### src/rtl/agd_pkg.sv
// ----------------------------------------------------------------------------
// Gain envelope decimator package
// Shared widths, mode codes, register indexes and the exponential point
// table.
// ----------------------------------------------------------------------------
package agd_pkg;

  localparam int GAIN_W  = 16;
  localparam int FRAME_W = 24;
  localparam int POINT_W = 7;
  localparam int INDEX_W = 6;
  localparam int PROG_W  = 7;
  localparam int CFG_A_W = 2;
  localparam int CFG_D_W = 24;

  // Audio kinds; any other code behaves as the average mode.
  localparam logic [1:0] KIND_PEAK_LIN = 2'd0;
  localparam logic [1:0] KIND_PEAK_EXP = 2'd1;
  localparam logic [1:0] KIND_AVG_LIN  = 2'd2;

  // Configuration register indexes.
  localparam logic [CFG_A_W-1:0] REG_AUDIO_KIND   = 2'd0;
  localparam logic [CFG_A_W-1:0] REG_TOTAL_FRAMES = 2'd1;
  localparam logic [CFG_A_W-1:0] REG_POINT_COUNT  = 2'd2;

  localparam logic [6:0] POINT_MAX_VALUE = 7'd127;
  localparam logic [6:0] PROGRESS_MAX    = 7'd100;
  localparam logic [15:0] EXP_OFFSET     = 16'd100;

  // floor(10^(x/36)) for x from 0 to 75.
  localparam logic [6:0] EXP_TAB [76] = '{
    7'd1, 7'd1, 7'd1, 7'd1, 7'd1, 7'd1, 7'd1, 7'd1, 7'd1, 7'd1, 7'd1,
    7'd2, 7'd2, 7'd2, 7'd2, 7'd2, 7'd2, 7'd2,
    7'd3, 7'd3, 7'd3, 7'd3,
    7'd4, 7'd4, 7'd4, 7'd4,
    7'd5, 7'd5, 7'd5,
    7'd6, 7'd6,
    7'd7, 7'd7,
    7'd8, 7'd8,
    7'd9,
    7'd10, 7'd10, 7'd11, 7'd12, 7'd12, 7'd13, 7'd14, 7'd15, 7'd16, 7'd17,
    7'd18, 7'd20, 7'd21, 7'd22, 7'd24, 7'd26,
    7'd27, 7'd29, 7'd31, 7'd33, 7'd35, 7'd38, 7'd40, 7'd43, 7'd46, 7'd49,
    7'd52, 7'd56, 7'd59, 7'd63, 7'd68, 7'd72,
    7'd77, 7'd82, 7'd87, 7'd93, 7'd100, 7'd106, 7'd113, 7'd121
  };

  // Exponential display value of a level. Beyond the point where the power
  // of ten no longer fits 15 bits the result is zero.
  function automatic logic [6:0] exp_point(input logic [15:0] level);
    logic [15:0] x;
    begin
      x = level - EXP_OFFSET;
      if (level < EXP_OFFSET) begin
        exp_point = 7'd0;
      end else if (x <= 16'd75) begin
        exp_point = EXP_TAB[x[6:0]];
      end else if (x <= 16'd162) begin
        exp_point = POINT_MAX_VALUE;
      end else begin
        exp_point = 7'd0;
      end
    end
  endfunction

endpackage

### src/rtl/agd_if.sv
// ----------------------------------------------------------------------------
// Gain envelope decimator channels
// Valid/ready channels for frame items, display points and register writes.
// ----------------------------------------------------------------------------
interface agd_frame_if import agd_pkg::*; ();
  logic              valid;
  logic              ready;
  logic [GAIN_W-1:0] gain;
  logic              gain_valid;
  logic              frame_last;
  logic [GAIN_W-1:0] frame_peak;
  logic              silent;
  logic              stream_end;

  modport source (output valid, gain, gain_valid, frame_last, frame_peak, silent,
                  stream_end, input ready);
  modport sink (input valid, gain, gain_valid, frame_last, frame_peak, silent,
                stream_end, output ready);
endinterface

interface agd_point_if import agd_pkg::*; ();
  logic               valid;
  logic               ready;
  logic [POINT_W-1:0] point_value;
  logic [INDEX_W-1:0] point_index;
  logic [PROG_W-1:0]  progress;
  logic               run_last;

  modport source (output valid, point_value, point_index, progress, run_last,
                  input ready);
  modport sink (input valid, point_value, point_index, progress, run_last,
                output ready);
endinterface

interface agd_cfg_if import agd_pkg::*; ();
  logic               valid;
  logic               ready;
  logic [CFG_A_W-1:0] reg_index;
  logic [CFG_D_W-1:0] wdata;

  modport source (output valid, reg_index, wdata, input ready);
  modport sink (input valid, reg_index, wdata, output ready);
endinterface

### src/rtl/audio_gain_envelope_decimator.sv
// ----------------------------------------------------------------------------
// Audio gain envelope decimator
// Reduces per-frame gain values to a short row of display points.
// ----------------------------------------------------------------------------
// An item that does not close a pair of frames is taken without leaving the
// idle state, and so is every item once the block has finished. An item that
// closes a pair runs a sequencer around one shared 24x16 multiplier and one
// restoring divider that retires one quotient bit per cycle. Once the item is
// accepted the block is busy on the average level (average mode only), the
// processed mark, the linear point value (no division in the exponential mode
// or with a zero divisor) and the final mark check, so a closing pair that
// yields no point still keeps the frame channel stalled. Each point of a run
// adds a mark update and an output transfer, which waits for the sink, and a
// run with any point adds the progress figure ahead of its transfers. The
// frame channel is ready only while the sequencer is idle; the configuration
// channel is always ready and must only be written while idle.
module audio_gain_envelope_decimator
  import agd_pkg::*;
#(
  parameter int RESOLUTION = 1000,
  parameter int MAX_POINTS = 64
) (
  input  logic        clk,
  input  logic        rst,
  agd_frame_if.sink   frames,
  agd_point_if.source points,
  agd_cfg_if.sink     cfg
);

  // Width of the shared divider's dividend and quotient.
  localparam int DIV_W = 40;
  localparam int DVS_W = 24;
  localparam int CNT_W = 6;

  localparam logic [15:0] RES    = 16'(RESOLUTION);
  localparam logic [6:0]  SIZE_MAX = 7'(MAX_POINTS);
  // Percent step; RESOLUTION is at least 100, so the step is never zero.
  localparam logic [DVS_W-1:0] STEP = DVS_W'(RESOLUTION / 100);

  typedef enum logic [3:0] {
    ST_IDLE,
    ST_LEVEL_DIV,
    ST_PROC_MUL,
    ST_PROC_DIV,
    ST_VAL_MUL,
    ST_VAL_DIV,
    ST_MARK_CHECK,
    ST_MARK_MUL,
    ST_MARK_DIV,
    ST_PROG_DIV,
    ST_EMIT
  } state_t;

  state_t state;

  // Configuration registers.
  logic [1:0]         audio_kind;
  logic [FRAME_W-1:0] total_frames;
  logic [6:0]         point_count;

  // Block state.
  logic [FRAME_W-1:0] frames_done;
  logic [6:0]         next_point;
  logic [15:0]        written_mark;
  logic [31:0]        gain_accum;
  logic [15:0]        gain_count;
  logic               second_of_pair;
  logic [15:0]        divisor_latch;
  logic               finished;

  // Working registers of one run.
  logic [15:0]       level;
  logic [DIV_W-1:0]  processed;
  logic [6:0]        point_value;
  logic [6:0]        emit_idx;
  logic [6:0]        progress;

  // Shared divider.
  logic [DIV_W-1:0] quo;
  logic [DVS_W-1:0] rem;
  logic [DVS_W-1:0] dvs;
  logic [CNT_W-1:0] div_cnt;

  // Combinational helpers.
  logic              avg_mode;
  logic [6:0]        size;
  logic [FRAME_W-1:0] tf;
  logic [32:0]       accum_sum;
  logic [31:0]       accum_next;
  logic [15:0]       count_next;
  logic              in_xfer;
  logic              out_xfer;
  logic [23:0]       mul_a;
  logic [15:0]       mul_b;
  logic [DIV_W-1:0]  product;
  logic [DVS_W:0]    rem_shift;
  logic              rem_ge;
  logic [DVS_W-1:0]  rem_new;
  logic [DIV_W-1:0]  quo_new;
  logic              div_done;
  logic [6:0]        emit_idx_inc;

  assign avg_mode = !(audio_kind == KIND_PEAK_LIN || audio_kind == KIND_PEAK_EXP);
  assign size     = (point_count > SIZE_MAX) ? SIZE_MAX : point_count;
  assign tf       = (total_frames == '0) ? FRAME_W'(1) : total_frames;

  assign in_xfer  = frames.valid && frames.ready;
  assign out_xfer = points.valid && points.ready;

  assign frames.ready = (state == ST_IDLE);
  assign cfg.ready    = 1'b1;

  assign emit_idx_inc = emit_idx + 7'd1;

  assign points.valid       = (state == ST_EMIT);
  assign points.point_value = point_value;
  assign points.point_index = emit_idx[INDEX_W-1:0];
  assign points.progress    = progress;
  assign points.run_last    = (emit_idx_inc == next_point);

  // Gain accumulation of the accepted item: saturating sum and count in the
  // average mode, running maximum in the peak modes.
  always_comb begin
    accum_sum  = {1'b0, gain_accum} + {17'd0, frames.gain};
    accum_next = gain_accum;
    count_next = gain_count;
    if (!frames.silent && frames.gain_valid) begin
      if (avg_mode) begin
        accum_next = accum_sum[32] ? '1 : accum_sum[31:0];
        count_next = (gain_count != 16'hFFFF) ? gain_count + 16'd1 : gain_count;
      end else if ({16'd0, frames.gain} > gain_accum) begin
        accum_next = {16'd0, frames.gain};
      end
    end
  end

  // The one multiplier, shared by the processed mark, the linear point value
  // and the written mark.
  always_comb begin
    unique case (state)
      ST_VAL_MUL: begin
        mul_a = {8'd0, level};
        mul_b = {9'd0, POINT_MAX_VALUE};
      end
      ST_MARK_MUL: begin
        mul_a = {17'd0, next_point};
        mul_b = RES;
      end
      default: begin
        mul_a = frames_done;
        mul_b = RES;
      end
    endcase
    product = DIV_W'(mul_a) * DIV_W'(mul_b);
  end

  // One restoring division step per cycle. Dividends, but for the processed mark,
  // are loaded left-aligned so that only their significant bits are iterated.
  always_comb begin
    rem_shift = {rem, quo[DIV_W-1]};
    rem_ge    = rem_shift >= {1'b0, dvs};
    rem_new   = rem_ge ? DVS_W'(rem_shift - {1'b0, dvs}) : rem_shift[DVS_W-1:0];
    quo_new   = {quo[DIV_W-2:0], rem_ge};
    div_done  = (div_cnt == '0);
  end

  always_ff @(posedge clk) begin
    if (rst) begin
      state          <= ST_IDLE;
      audio_kind     <= KIND_PEAK_LIN;
      total_frames   <= FRAME_W'(1);
      point_count    <= 7'd64;
      frames_done    <= '0;
      next_point     <= '0;
      written_mark   <= '0;
      gain_accum     <= '0;
      gain_count     <= '0;
      second_of_pair <= 1'b0;
      divisor_latch  <= '0;
      finished       <= 1'b0;
      div_cnt        <= '0;
    end else begin
      if (cfg.valid && cfg.ready) begin
        unique case (cfg.reg_index)
          REG_AUDIO_KIND:   audio_kind   <= cfg.wdata[1:0];
          REG_TOTAL_FRAMES: total_frames <= cfg.wdata;
          REG_POINT_COUNT:  point_count  <= cfg.wdata[6:0];
          default: ;
        endcase
      end

      if (!div_done) begin
        rem     <= rem_new;
        quo     <= quo_new;
        div_cnt <= div_cnt - CNT_W'(1);
      end

      unique case (state)
        ST_IDLE: begin
          if (in_xfer && !finished) begin
            if (next_point >= size || frames.stream_end) begin
              finished <= 1'b1;
            end else if (!frames.frame_last) begin
              gain_accum <= accum_next;
              gain_count <= count_next;
            end else begin
              divisor_latch <= frames.silent ? 16'd1 : frames.frame_peak;
              frames_done   <= frames_done + FRAME_W'(1);
              if (!second_of_pair) begin
                second_of_pair <= 1'b1;
                gain_accum     <= accum_next;
                gain_count     <= count_next;
              end else begin
                // The pair closes: take its level and start the run.
                second_of_pair <= 1'b0;
                gain_accum     <= '0;
                gain_count     <= '0;
                if (avg_mode && count_next != '0) begin
                  quo     <= {accum_next, 8'd0};
                  rem     <= '0;
                  dvs     <= {8'd0, count_next};
                  div_cnt <= CNT_W'(32);
                  state   <= ST_LEVEL_DIV;
                end else begin
                  level <= (accum_next[31:16] != '0) ? 16'hFFFF : accum_next[15:0];
                  state <= ST_PROC_MUL;
                end
              end
            end
          end
        end

        ST_LEVEL_DIV: begin
          if (div_done) begin
            level <= (quo[31:16] != '0) ? 16'hFFFF : quo[15:0];
            state <= ST_PROC_MUL;
          end
        end

        ST_PROC_MUL: begin
          quo     <= product;
          rem     <= '0;
          dvs     <= tf;
          div_cnt <= CNT_W'(DIV_W);
          state   <= ST_PROC_DIV;
        end

        ST_PROC_DIV: begin
          if (div_done) begin
            processed <= quo;
            state     <= ST_VAL_MUL;
          end
        end

        ST_VAL_MUL: begin
          if (audio_kind == KIND_PEAK_EXP) begin
            point_value <= exp_point(level);
            state       <= ST_MARK_CHECK;
          end else if (divisor_latch == '0) begin
            point_value <= '0;
            state       <= ST_MARK_CHECK;
          end else begin
            quo     <= {product[22:0], 17'd0};
            rem     <= '0;
            dvs     <= {8'd0, divisor_latch};
            div_cnt <= CNT_W'(23);
            state   <= ST_VAL_DIV;
          end
        end

        ST_VAL_DIV: begin
          if (div_done) begin
            point_value <= (quo[22:7] != '0) ? POINT_MAX_VALUE : quo[6:0];
            state       <= ST_MARK_CHECK;
          end
        end

        ST_MARK_CHECK: begin
          if ({24'd0, written_mark} <= processed && next_point < size) begin
            next_point <= next_point + 7'd1;
            state      <= ST_MARK_MUL;
          end else if (emit_idx == next_point) begin
            // No point in this run, so no progress figure either.
            state <= ST_IDLE;
          end else begin
            // Points of this run lie between emit_idx and next_point.
            quo     <= {written_mark, 24'd0};
            rem     <= '0;
            dvs     <= STEP;
            div_cnt <= CNT_W'(16);
            state   <= ST_PROG_DIV;
          end
        end

        ST_MARK_MUL: begin
          quo     <= {product[22:0], 17'd0};
          rem     <= '0;
          dvs     <= {17'd0, size};
          div_cnt <= CNT_W'(23);
          state   <= ST_MARK_DIV;
        end

        ST_MARK_DIV: begin
          if (div_done) begin
            written_mark <= quo[15:0];
            state        <= ST_MARK_CHECK;
          end
        end

        ST_PROG_DIV: begin
          if (div_done) begin
            progress <= (quo[15:7] != '0 || quo[6:0] > PROGRESS_MAX) ?
                        PROGRESS_MAX : quo[6:0];
            state    <= ST_EMIT;
          end
        end

        ST_EMIT: begin
          if (out_xfer) begin
            emit_idx <= emit_idx_inc;
            if (emit_idx_inc == next_point) begin
              state <= ST_IDLE;
            end
          end
        end

        default: state <= ST_IDLE;
      endcase

      if (state == ST_IDLE) begin
        // Runs always start at the next point to be written.
        emit_idx <= next_point;
      end
    end
  end

endmodule

### src/flat_wrapper.sv
// flat-port wrapper written by rule: the top's interface ports become plain ports
module audio_gain_envelope_decimator_flat import agd_pkg::*;
#(
  parameter int RESOLUTION = 1000,
  parameter int MAX_POINTS = 64
)
  (clk, rst, frames_valid, frames_gain, frames_gain_valid, frames_frame_last, frames_frame_peak, frames_silent, frames_stream_end, frames_ready, points_valid, points_point_value, points_point_index, points_progress, points_run_last, points_ready, cfg_valid, cfg_reg_index, cfg_wdata, cfg_ready);
  agd_frame_if frames_i ();
  agd_point_if points_i ();
  agd_cfg_if cfg_i ();
  input  logic clk;
  input  logic rst;
  input wire logic [$bits(frames_i.valid)-1:0] frames_valid;
  input wire logic [$bits(frames_i.gain)-1:0] frames_gain;
  input wire logic [$bits(frames_i.gain_valid)-1:0] frames_gain_valid;
  input wire logic [$bits(frames_i.frame_last)-1:0] frames_frame_last;
  input wire logic [$bits(frames_i.frame_peak)-1:0] frames_frame_peak;
  input wire logic [$bits(frames_i.silent)-1:0] frames_silent;
  input wire logic [$bits(frames_i.stream_end)-1:0] frames_stream_end;
  output wire logic [$bits(frames_i.ready)-1:0] frames_ready;
  output wire logic [$bits(points_i.valid)-1:0] points_valid;
  output wire logic [$bits(points_i.point_value)-1:0] points_point_value;
  output wire logic [$bits(points_i.point_index)-1:0] points_point_index;
  output wire logic [$bits(points_i.progress)-1:0] points_progress;
  output wire logic [$bits(points_i.run_last)-1:0] points_run_last;
  input wire logic [$bits(points_i.ready)-1:0] points_ready;
  input wire logic [$bits(cfg_i.valid)-1:0] cfg_valid;
  input wire logic [$bits(cfg_i.reg_index)-1:0] cfg_reg_index;
  input wire logic [$bits(cfg_i.wdata)-1:0] cfg_wdata;
  output wire logic [$bits(cfg_i.ready)-1:0] cfg_ready;
  assign frames_i.valid = frames_valid;
  assign frames_i.gain = frames_gain;
  assign frames_i.gain_valid = frames_gain_valid;
  assign frames_i.frame_last = frames_frame_last;
  assign frames_i.frame_peak = frames_frame_peak;
  assign frames_i.silent = frames_silent;
  assign frames_i.stream_end = frames_stream_end;
  assign frames_ready = frames_i.ready;
  assign points_valid = points_i.valid;
  assign points_point_value = points_i.point_value;
  assign points_point_index = points_i.point_index;
  assign points_progress = points_i.progress;
  assign points_run_last = points_i.run_last;
  assign points_i.ready = points_ready;
  assign cfg_i.valid = cfg_valid;
  assign cfg_i.reg_index = cfg_reg_index;
  assign cfg_i.wdata = cfg_wdata;
  assign cfg_ready = cfg_i.ready;
  audio_gain_envelope_decimator #(.RESOLUTION(RESOLUTION), .MAX_POINTS(MAX_POINTS)) u_core (.clk(clk), .rst(rst), .frames(frames_i), .points(points_i), .cfg(cfg_i));
endmodule
### config.mk
export PLATFORM = sky130hd
export DESIGN_NAME = audio_gain_envelope_decimator_flat
export DESIGN_NICKNAME = d
export VERILOG_FILES = /design/src/rtl/agd_pkg.sv /design/src/rtl/agd_if.sv /design/src/rtl/audio_gain_envelope_decimator.sv /design/src/flat_wrapper.sv
export SDC_FILE = /design/constraint.sdc
export NUM_CORES = 1
export LEC_CHECK = 0
export BUFFER_PORTS_ARGS = -buffer_cell sky130_fd_sc_hd__buf_4
export CORE_ASPECT_RATIO = 1.75
export CORE_MARGIN = 2
export CORE_UTILIZATION = 44
export DETAILED_ROUTE_END_ITERATION = 8
export PLACE_DENSITY = 0.7
export SETUP_SLACK_MARGIN = 0.4
export SYNTH_ARGS = -nofsm -noshare
export SYNTH_HDL_FRONTEND = slang
export SYNTH_SLANG_ARGS = --single-unit
### constraint.sdc
create_clock -name clk -period 22.5 [get_ports clk]
set_input_delay 4.5 -clock clk [delete_from_list [all_inputs] [get_ports clk]]
set_output_delay 4.5 -clock clk [all_outputs]
set_load 0.01 [all_outputs]
==> results.json, run 1 <==
{
  "overflow": 0,
  "dpl_worst_slack_ns": 13.28,
  "p_switching_uw": 1150,
  "vias": 23275,
  "dpl.hpwl_microns": 66700,
  "min_period_over_period_pct": 38.7,
  "num-fill-cells": 5670,
  "viasPerCell": 5.98,
  "critPathRequiredTime_ns": 22.84,
  "boundaryPins": 91,
  "startpoint_type": "flip-flop",
  "finalNetCount": 3489,
  "synth.distinct_cells": 89,
  "power_frac_seq_pct": 33.9,
  "layout_setup_ws_ns": 13.79,
  "clock-root-buffer": "clkbuf_16",
  "place_area_sq_um": 28100,
  "swShare_pct": 42.4,
  "grt_max_degree": 72,
  "synthCells": 3038,
  "p_clk_share_pct": 20.3,
  "timing_worst_setup_path_type": "flip-flop to flip-flop",
  "whs_endpoint": "u_core.total_frames[9]",
  "setup_tns_ns": 0,
  "yosys_most_used_dff": "edfxtp_1",
  "total_power_uw": 2700,
  "timing.hold.ws_ns": 0.474,
  "grt_pass1_wl_microns": 133000,
  "rsz0062_at_grt": "no",
  "syn-cell-area_sq_um": 26600,
  "route.detailed.drc": 0,
  "min_from": "u_core.total_frames[9]",
  "final_max_slew_viol_count": 0,
  "drtIter0Drc": 1615,
  "dieArea_sq_um": 62400,
  "synth_area_per_cell_sq_um": 8.75,
  "synth-seq-cells": 321,
  "portBuffers": 89,
  "start_util_pct": 44.3,
  "post_drt_wl_per_cell_microns": 22.2,
  "worst-path-buf-inv": 5,
  "reg2reg_from": "u_core.state[3]",
  "clk_path_buf_depth": 3,
  "grt_usage_pct": 27.5,
  "fp.dieW_microns": 190,
  "holdPathStages": 2,
  "critPathMaxFanout": 21,
  "setup_viol": 0,
  "cp.arrival_ns": 9.05,
  "clkLatencyLatePin_ns": 0.62,
  "syn2layout_area_growth_pct": 9.85,
  "drv_cap": 0,
  "timing_worst_slew_pin_value_ns": 1.26,
  "status": "completed",
  "grt_pass1_vias": 23344,
  "cts.clk_slew.worst_paths_ns": 0.07,
  "reg2reg_to": "u_core.quo[38]",
  "fmaxAchievable_mhz": 115,
  "crit_path_max_incr_delay_ns": 0.78,
  "ir_drop_uv": 123,
  "place.gp.congestion": 0.993,
  "async_flop_share_pct": 0,
  "die_h_microns": 329,
  "fin_area_sq_um": 29200,
  "antenna_found_initial": 0,
  "cp_slowest_cell": "a21oi_1",
  "synth_warnings": 0,
  "power_density_nw_per_um2": 92.7,
  "dr.pass1.iters": 5,
  "clock_sinks": 321,
  "synth-edff-count": 165,
  "worstRegToRegCells": 27,
  "rrSetupSlack_ns": 13.79,
  "slew_headroom_pct": 16.3,
  "cts_resized": 0,
  "cp_common_cell": "fa_1",
  "combinationalPowerShare_pct": 45.8,
  "cts_buffers": 31,
  "leakage_uw": 0.0122,
  "antenna_left": 0,
  "internal_power_uw": 1560,
  "diodes": 0,
  "drive_gt1_share_pct": 7.75,
  "ctsHtreeMaxLevel": 1,
  "cts_tree": "done",
  "ys_seq_area_share_pct": 30.4,
  "cts_setup_buffers": 0,
  "wl_microns": 86500,
  "clock_skew_ns": 0.0320,
  "min_period_ns": 8.71,
  "cp_top_family": "adder cells",
  "core_area_sq_um": 60000,
  "hold_viol": 0,
  "rows": 119,
  "critPathCaptureType": "flip-flop",
  "hold_class": "flip-flop to flip-flop",
  "hold_buffers": 0
}
-- worst max path at each step --
stage,start,to,slack [ns],depth (start not counted)
detailed placement,frames_gain[0],u_core.level[7],13.28,14
CTS,frames_gain[0],u_core.level[12],13.88,14
floorplan,rst,u_core.processed[0],13.16,3
finish,u_core.state[3],u_core.quo[38],13.79,27
global placement,frames_gain[0],u_core.level[5],13.34,14
global route,u_core.state[3],u_core.quo[38],13.45,27
-- metal layers --
metal  share of wire [%]  global-route usage (%)  vias up
li1                    -                       -    10775
met1                  33                    27.4    11258
met2                  52                    51.0      905
met3                 5.3                    3.43      337
met4                 9.8                    22.6        0
met5                   0                       0        -
-- placed cells by master (no fill, tap or decap), drive strengths merged, types with 50 or more instances in the layout --
cell / Yosys / routed
mux2i: 50 / 50
dfxtp: 156 / 156
nor2: 264 / 264
nand2: 335 / 335
ha: 169 / 169
nor3: 63 / 63
o21ai: 141 / 141
buf: 17 / 133
xnor2: 76 / 76
fa: 169 / 169
a21oi: 234 / 234
edfxtp: 165 / 165
inv: 310 / 314
-- logic make-up after synthesis --
group / count (synthesis) / share of synthesized area [%]
and+or+nand+nor: 980 / 17.5
AOI/OAI and AO/OA: 750 / 18.3
buffers and inverters: 465 / 6.71
adders and majority gates: 340 / 20.8
DFF: 321 / 30.4
xor gates and xnor gates: 121 / 3.99
muxes: 59 / 2.31
other: 2 / 0.0283
-- layout make-up --
class / instances / area (sq um) / share of cell area [%]
clock buffers: 33 / 783 / 2.68
clock inverters: 25 / 253 / 0.866
inverters: 314 / 1180 / 4.04
multi-input cells: 2283 / 16900 / 57.9
flip-flops and latches: 321 / 8080 / 27.7
well taps: 786 / 983 / 3.37
repair buffers: 133 / 998 / 3.42
-- state kept, by name, summed over array words and instances (netlist names), 16 cells and up --
| name | count |
|---|---|
| u_core.divisor_latch | 16 |
| u_core.gain_count | 16 |
| u_core.gain_accum | 32 |
| u_core.processed | 40 |
| u_core.written_mark | 16 |
| u_core.total_frames | 24 |
| u_core.rem | 24 |
| u_core.dvs | 24 |
| u_core.frames_done | 24 |
| u_core.level | 16 |
| u_core.quo | 40 |
-- worst register-to-register path, delay by kind of cell (launching register included) --
kind | cells | cell delay (ns)
DFF | 1 | 0.75
and+or+nand+nor | 5 | 0.83
buffers and inverters | 5 | 0.60
adders and majority gates | 6 | 3.00
AOI/OAI and AO/OA | 10 | 2.81
xor gates and xnor gates | 1 | 0.48
-- synthesized netlist by cell type, drive strengths merged (10+ instances only) --
master / n / area (sq um)
edfxtp: 165 / 4950
and3: 19 / 119
clkbuf: 134 / 503
a2111oi: 10 / 93.8
buf: 17 / 100
nor3: 63 / 315
dfxtp: 156 / 3120
nor2b: 20 / 125
xor2: 45 / 394
o221ai: 26 / 228
a31oi: 31 / 194
a221oi: 21 / 190
a21o: 24 / 180
ha: 169 / 2110
nand3b: 23 / 173
o21bai: 13 / 97.6
inv: 310 / 1160
or4: 14 / 116
fa: 169 / 3380
o22ai: 28 / 175
a2bb2oi: 18 / 158
and2: 42 / 265
or3: 20 / 125
nor2: 264 / 991
nand3: 45 / 238
xnor2: 76 / 666
a21oi: 234 / 1170
o21ai: 141 / 706
nand4: 33 / 221
nor4: 47 / 294
nand2b: 20 / 125
a22oi: 47 / 353
mux2i: 50 / 500
or2: 16 / 100
a211oi: 38 / 285
o211ai: 14 / 105
nand2: 335 / 1260
-- through the flow --
stage | std cells | utilization, %
floorplan | 3069 | -
global placement | 3837 | 46.9
detailed placement | 3837 | 46.9
CTS | 3895 | 48.6
global route | 3895 | 48.6
finish | 3895 | 48.6
-- power by group through the flow --
stage	Sequential, uW	Clock (uW)	Combinational [uW]
floorplan	852	0	916
global placement	919	0	1200
detailed placement	920	0	1220
CTS	908	555	1220
global route	918	574	1360
finish	915	549	1240
Power figures use the tool's default switching activity.
==> run 2, diff against run 1 <==
--- a/config.mk
+++ b/config.mk
@@ -10,7 +10,7 @@
 export CORE_MARGIN = 2
 export CORE_UTILIZATION = 44
 export DETAILED_ROUTE_END_ITERATION = 8
-export PLACE_DENSITY = 0.7
+export PLACE_DENSITY = 0.72
 export SETUP_SLACK_MARGIN = 0.4
 export SYNTH_ARGS = -nofsm -noshare
 export SYNTH_HDL_FRONTEND = slang
==> constraint.sdc (replaced) <==
create_clock -name clk -period 7.38 [get_ports clk]
set_input_delay 1.476 -clock clk [delete_from_list [all_inputs] [get_ports clk]]
set_output_delay 1.476 -clock clk [all_outputs]
set_load 0.01 [all_outputs]
==> run 2 against run 1 <==
Effect of this change: via count rose by 2.0%; combinational power grew to 3.1 times the previous value; sequential share of layout area is 0.68 points lower; clock skew fell by 0.014 ns; flip-flop and latch count unchanged; maximum frequency up 29%; cell area up 2.5%; highest routed layer is now met5; non-clock buffer count up 65; core utilization rose by 1.2 points; die area is the same.
==> results.json, run 2 (synthesized netlist as in run 1, its figures left out) <==
{
  "dpl.hpwl_microns": 67300,
  "grt_pass1_wl_microns": 135000,
  "reg_top3": "u_core.processed (40), u_core.quo (40), u_core.gain_accum (32)",
  "portBuffers": 89,
  "drtIter0Drc": 2009,
  "antenna_found_initial": 3,
  "slew_headroom_pct": 18.6,
  "timing_worst_setup_path_type": "flip-flop to flip-flop",
  "startpoint_type": "flip-flop",
  "viasPerCell": 5.99,
  "wl_microns": 87900,
  "critPathMaxFanout": 9,
  "min_period_over_period_pct": 91.8,
  "finalNetCount": 3554,
  "place_area_sq_um": 28500,
  "clock-root-buffer": "clkbuf_16",
  "dieArea_sq_um": 62400,
  "power_density_nw_per_um2": 278,
  "clkLatencyLatePin_ns": 0.60,
  "post_drt_wl_per_cell_microns": 22.2,
  "ir_drop_uv": 225,
  "rows": 119,
  "rrSetupSlack_ns": 0.61,
  "worst-path-buf-inv": 7,
  "layout_commonest_cell": "nand2_1",
  "internal_power_uw": 4850,
  "clock_skew_ns": 0.0184,
  "fin_area_sq_um": 29900,
  "critPathRequiredTime_ns": 7.71,
  "clock_sinks": 321,
  "cp.arrival_ns": 7.10,
  "clk_path_buf_depth": 3,
  "syn2layout_area_growth_pct": 12.6,
  "combinationalPowerShare_pct": 46.5,
  "crit_path_max_incr_delay_ns": 0.56,
  "drive_gt1_share_pct": 10.6,
  "num-fill-cells": 5572,
  "timing.hold.ws_ns": 0.473,
  "place.gp.congestion": 0.983,
  "cp_top_family": "adder cells",
  "ctsHtreeMaxLevel": 1,
  "timing_worst_slew_pin_value_ns": 1.22,
  "route.detailed.drc": 0,
  "grt_usage_pct": 28.1,
  "status": "completed",
  "fmaxAchievable_mhz": 148,
  "hold_viol": 0,
  "cp_slowest_cell": "fa_1",
  "hold_class": "flip-flop to flip-flop",
  "p_clk_share_pct": 20.6,
  "seq_area_sq_um": 8080,
  "die_h_microns": 329,
  "min_period_ns": 6.77,
  "swShare_pct": 41.8,
  "rsz0062_at_grt": "no",
  "start_util_pct": 44.3,
  "setup_tns_ns": 0,
  "final_cell_mix": "nand2_1, inv_1, nor2_1",
  "grt_max_degree": 72,
  "cp_common_cell": "fa_1",
  "leakage_uw": 0.0126,
  "dr.pass1.iters": 6,
  "multi_input_area_sq_um": 17100,
  "cts_buffers": 31,
  "power_frac_seq_pct": 32.9,
  "antenna_left": 0,
  "fp.dieW_microns": 190,
  "grt_pass1_vias": 23526,
  "setup_viol": 0,
  "final_core_util_pct": 49.9,
  "cts_tree": "done",
  "core_area_sq_um": 60000,
  "drv_cap": 0,
  "p_switching_uw": 3480,
  "overflow": 0,
  "cts.clk_slew.worst_paths_ns": 0.07,
  "final_max_slew_viol_count": 0,
  "boundaryPins": 91,
  "vias": 23751,
  "critPathCaptureType": "flip-flop"
}
==> run 2: per-layer routing <==
layer  global-route usage, %  vias to the layer above  share of wire (%)
met5                       0                        -              0.015
met3                    4.33                      408                5.6
li1                        -                    10910                  -
met2                    50.4                      999                 51
met4                    25.8                        2                 11
met1                    27.7                    11432                 33
==> run 2: cell type report <==
class	count	share of cell area, %
repair buffers	198	5.09
clock inverters	15	0.401
well taps	786	3.29
multi-input cells	2283	57.1
diodes	3	0.0251
flip-flops and latches	321	27.0
clock buffers	43	3.20
inverters	314	3.94
==> run 2: worst reg2reg max path: cells and delay by family, from the launching register on <==
family	cells	cell delay [ns]
XOR/XNOR	1	0.20
AO/OA/AOI/OAI	7	1.35
buffers and inverters	7	0.56
adder cells (fa/ha/maj)	6	2.88
flip-flops	1	0.34
AND/OR/NAND/NOR	7	1.20
==> run 2: worst paths after layout <==
kind	from	endpoint	cells after the start
max reg2reg	u_core.state[2]	u_core.quo[39]	28
min	u_core.total_frames[16]	u_core.total_frames[16]	2
max	u_core.state[2]	u_core.quo[39]	28
min reg2reg	u_core.total_frames[16]	u_core.total_frames[16]	2
==> run 2: power by group through the flow <==
| stage | combinational, uW | clock, uW | sequential (uW) |
|---|---|---|---|
| after floorplan | 2800 | 0 | 2600 |
| after global placement | 3690 | 0 | 2760 |
| after detailed placement | 3750 | 0 | 2760 |
| after CTS | 3780 | 1720 | 2720 |
| after global routing | 4260 | 1780 | 2770 |
| final | 3870 | 1720 | 2740 |
==> run 2: what timing repair did <==
action                                  in CTS  in global routing
buffers inserted                             5                  9
hold endpoints to repair                     0                  0
endpoints found under the setup margin      17                 23
resized for setup                            7                 37
pin swaps                                    2                  9
hold buffers                                 0                  0
==> run 2: stage by stage <==
stage / instances / worst slack [ns] / power, uW
after global routing: 3960 / 0.340 / 8810
after floorplan: 3069 / 0.423 / 5400
after global placement: 3888 / 0.192 / 6440
after CTS: 3951 / 0.402 / 8220
after detailed placement: 3888 / 0.113 / 6510
final: 3963 / 0.608 / 8330
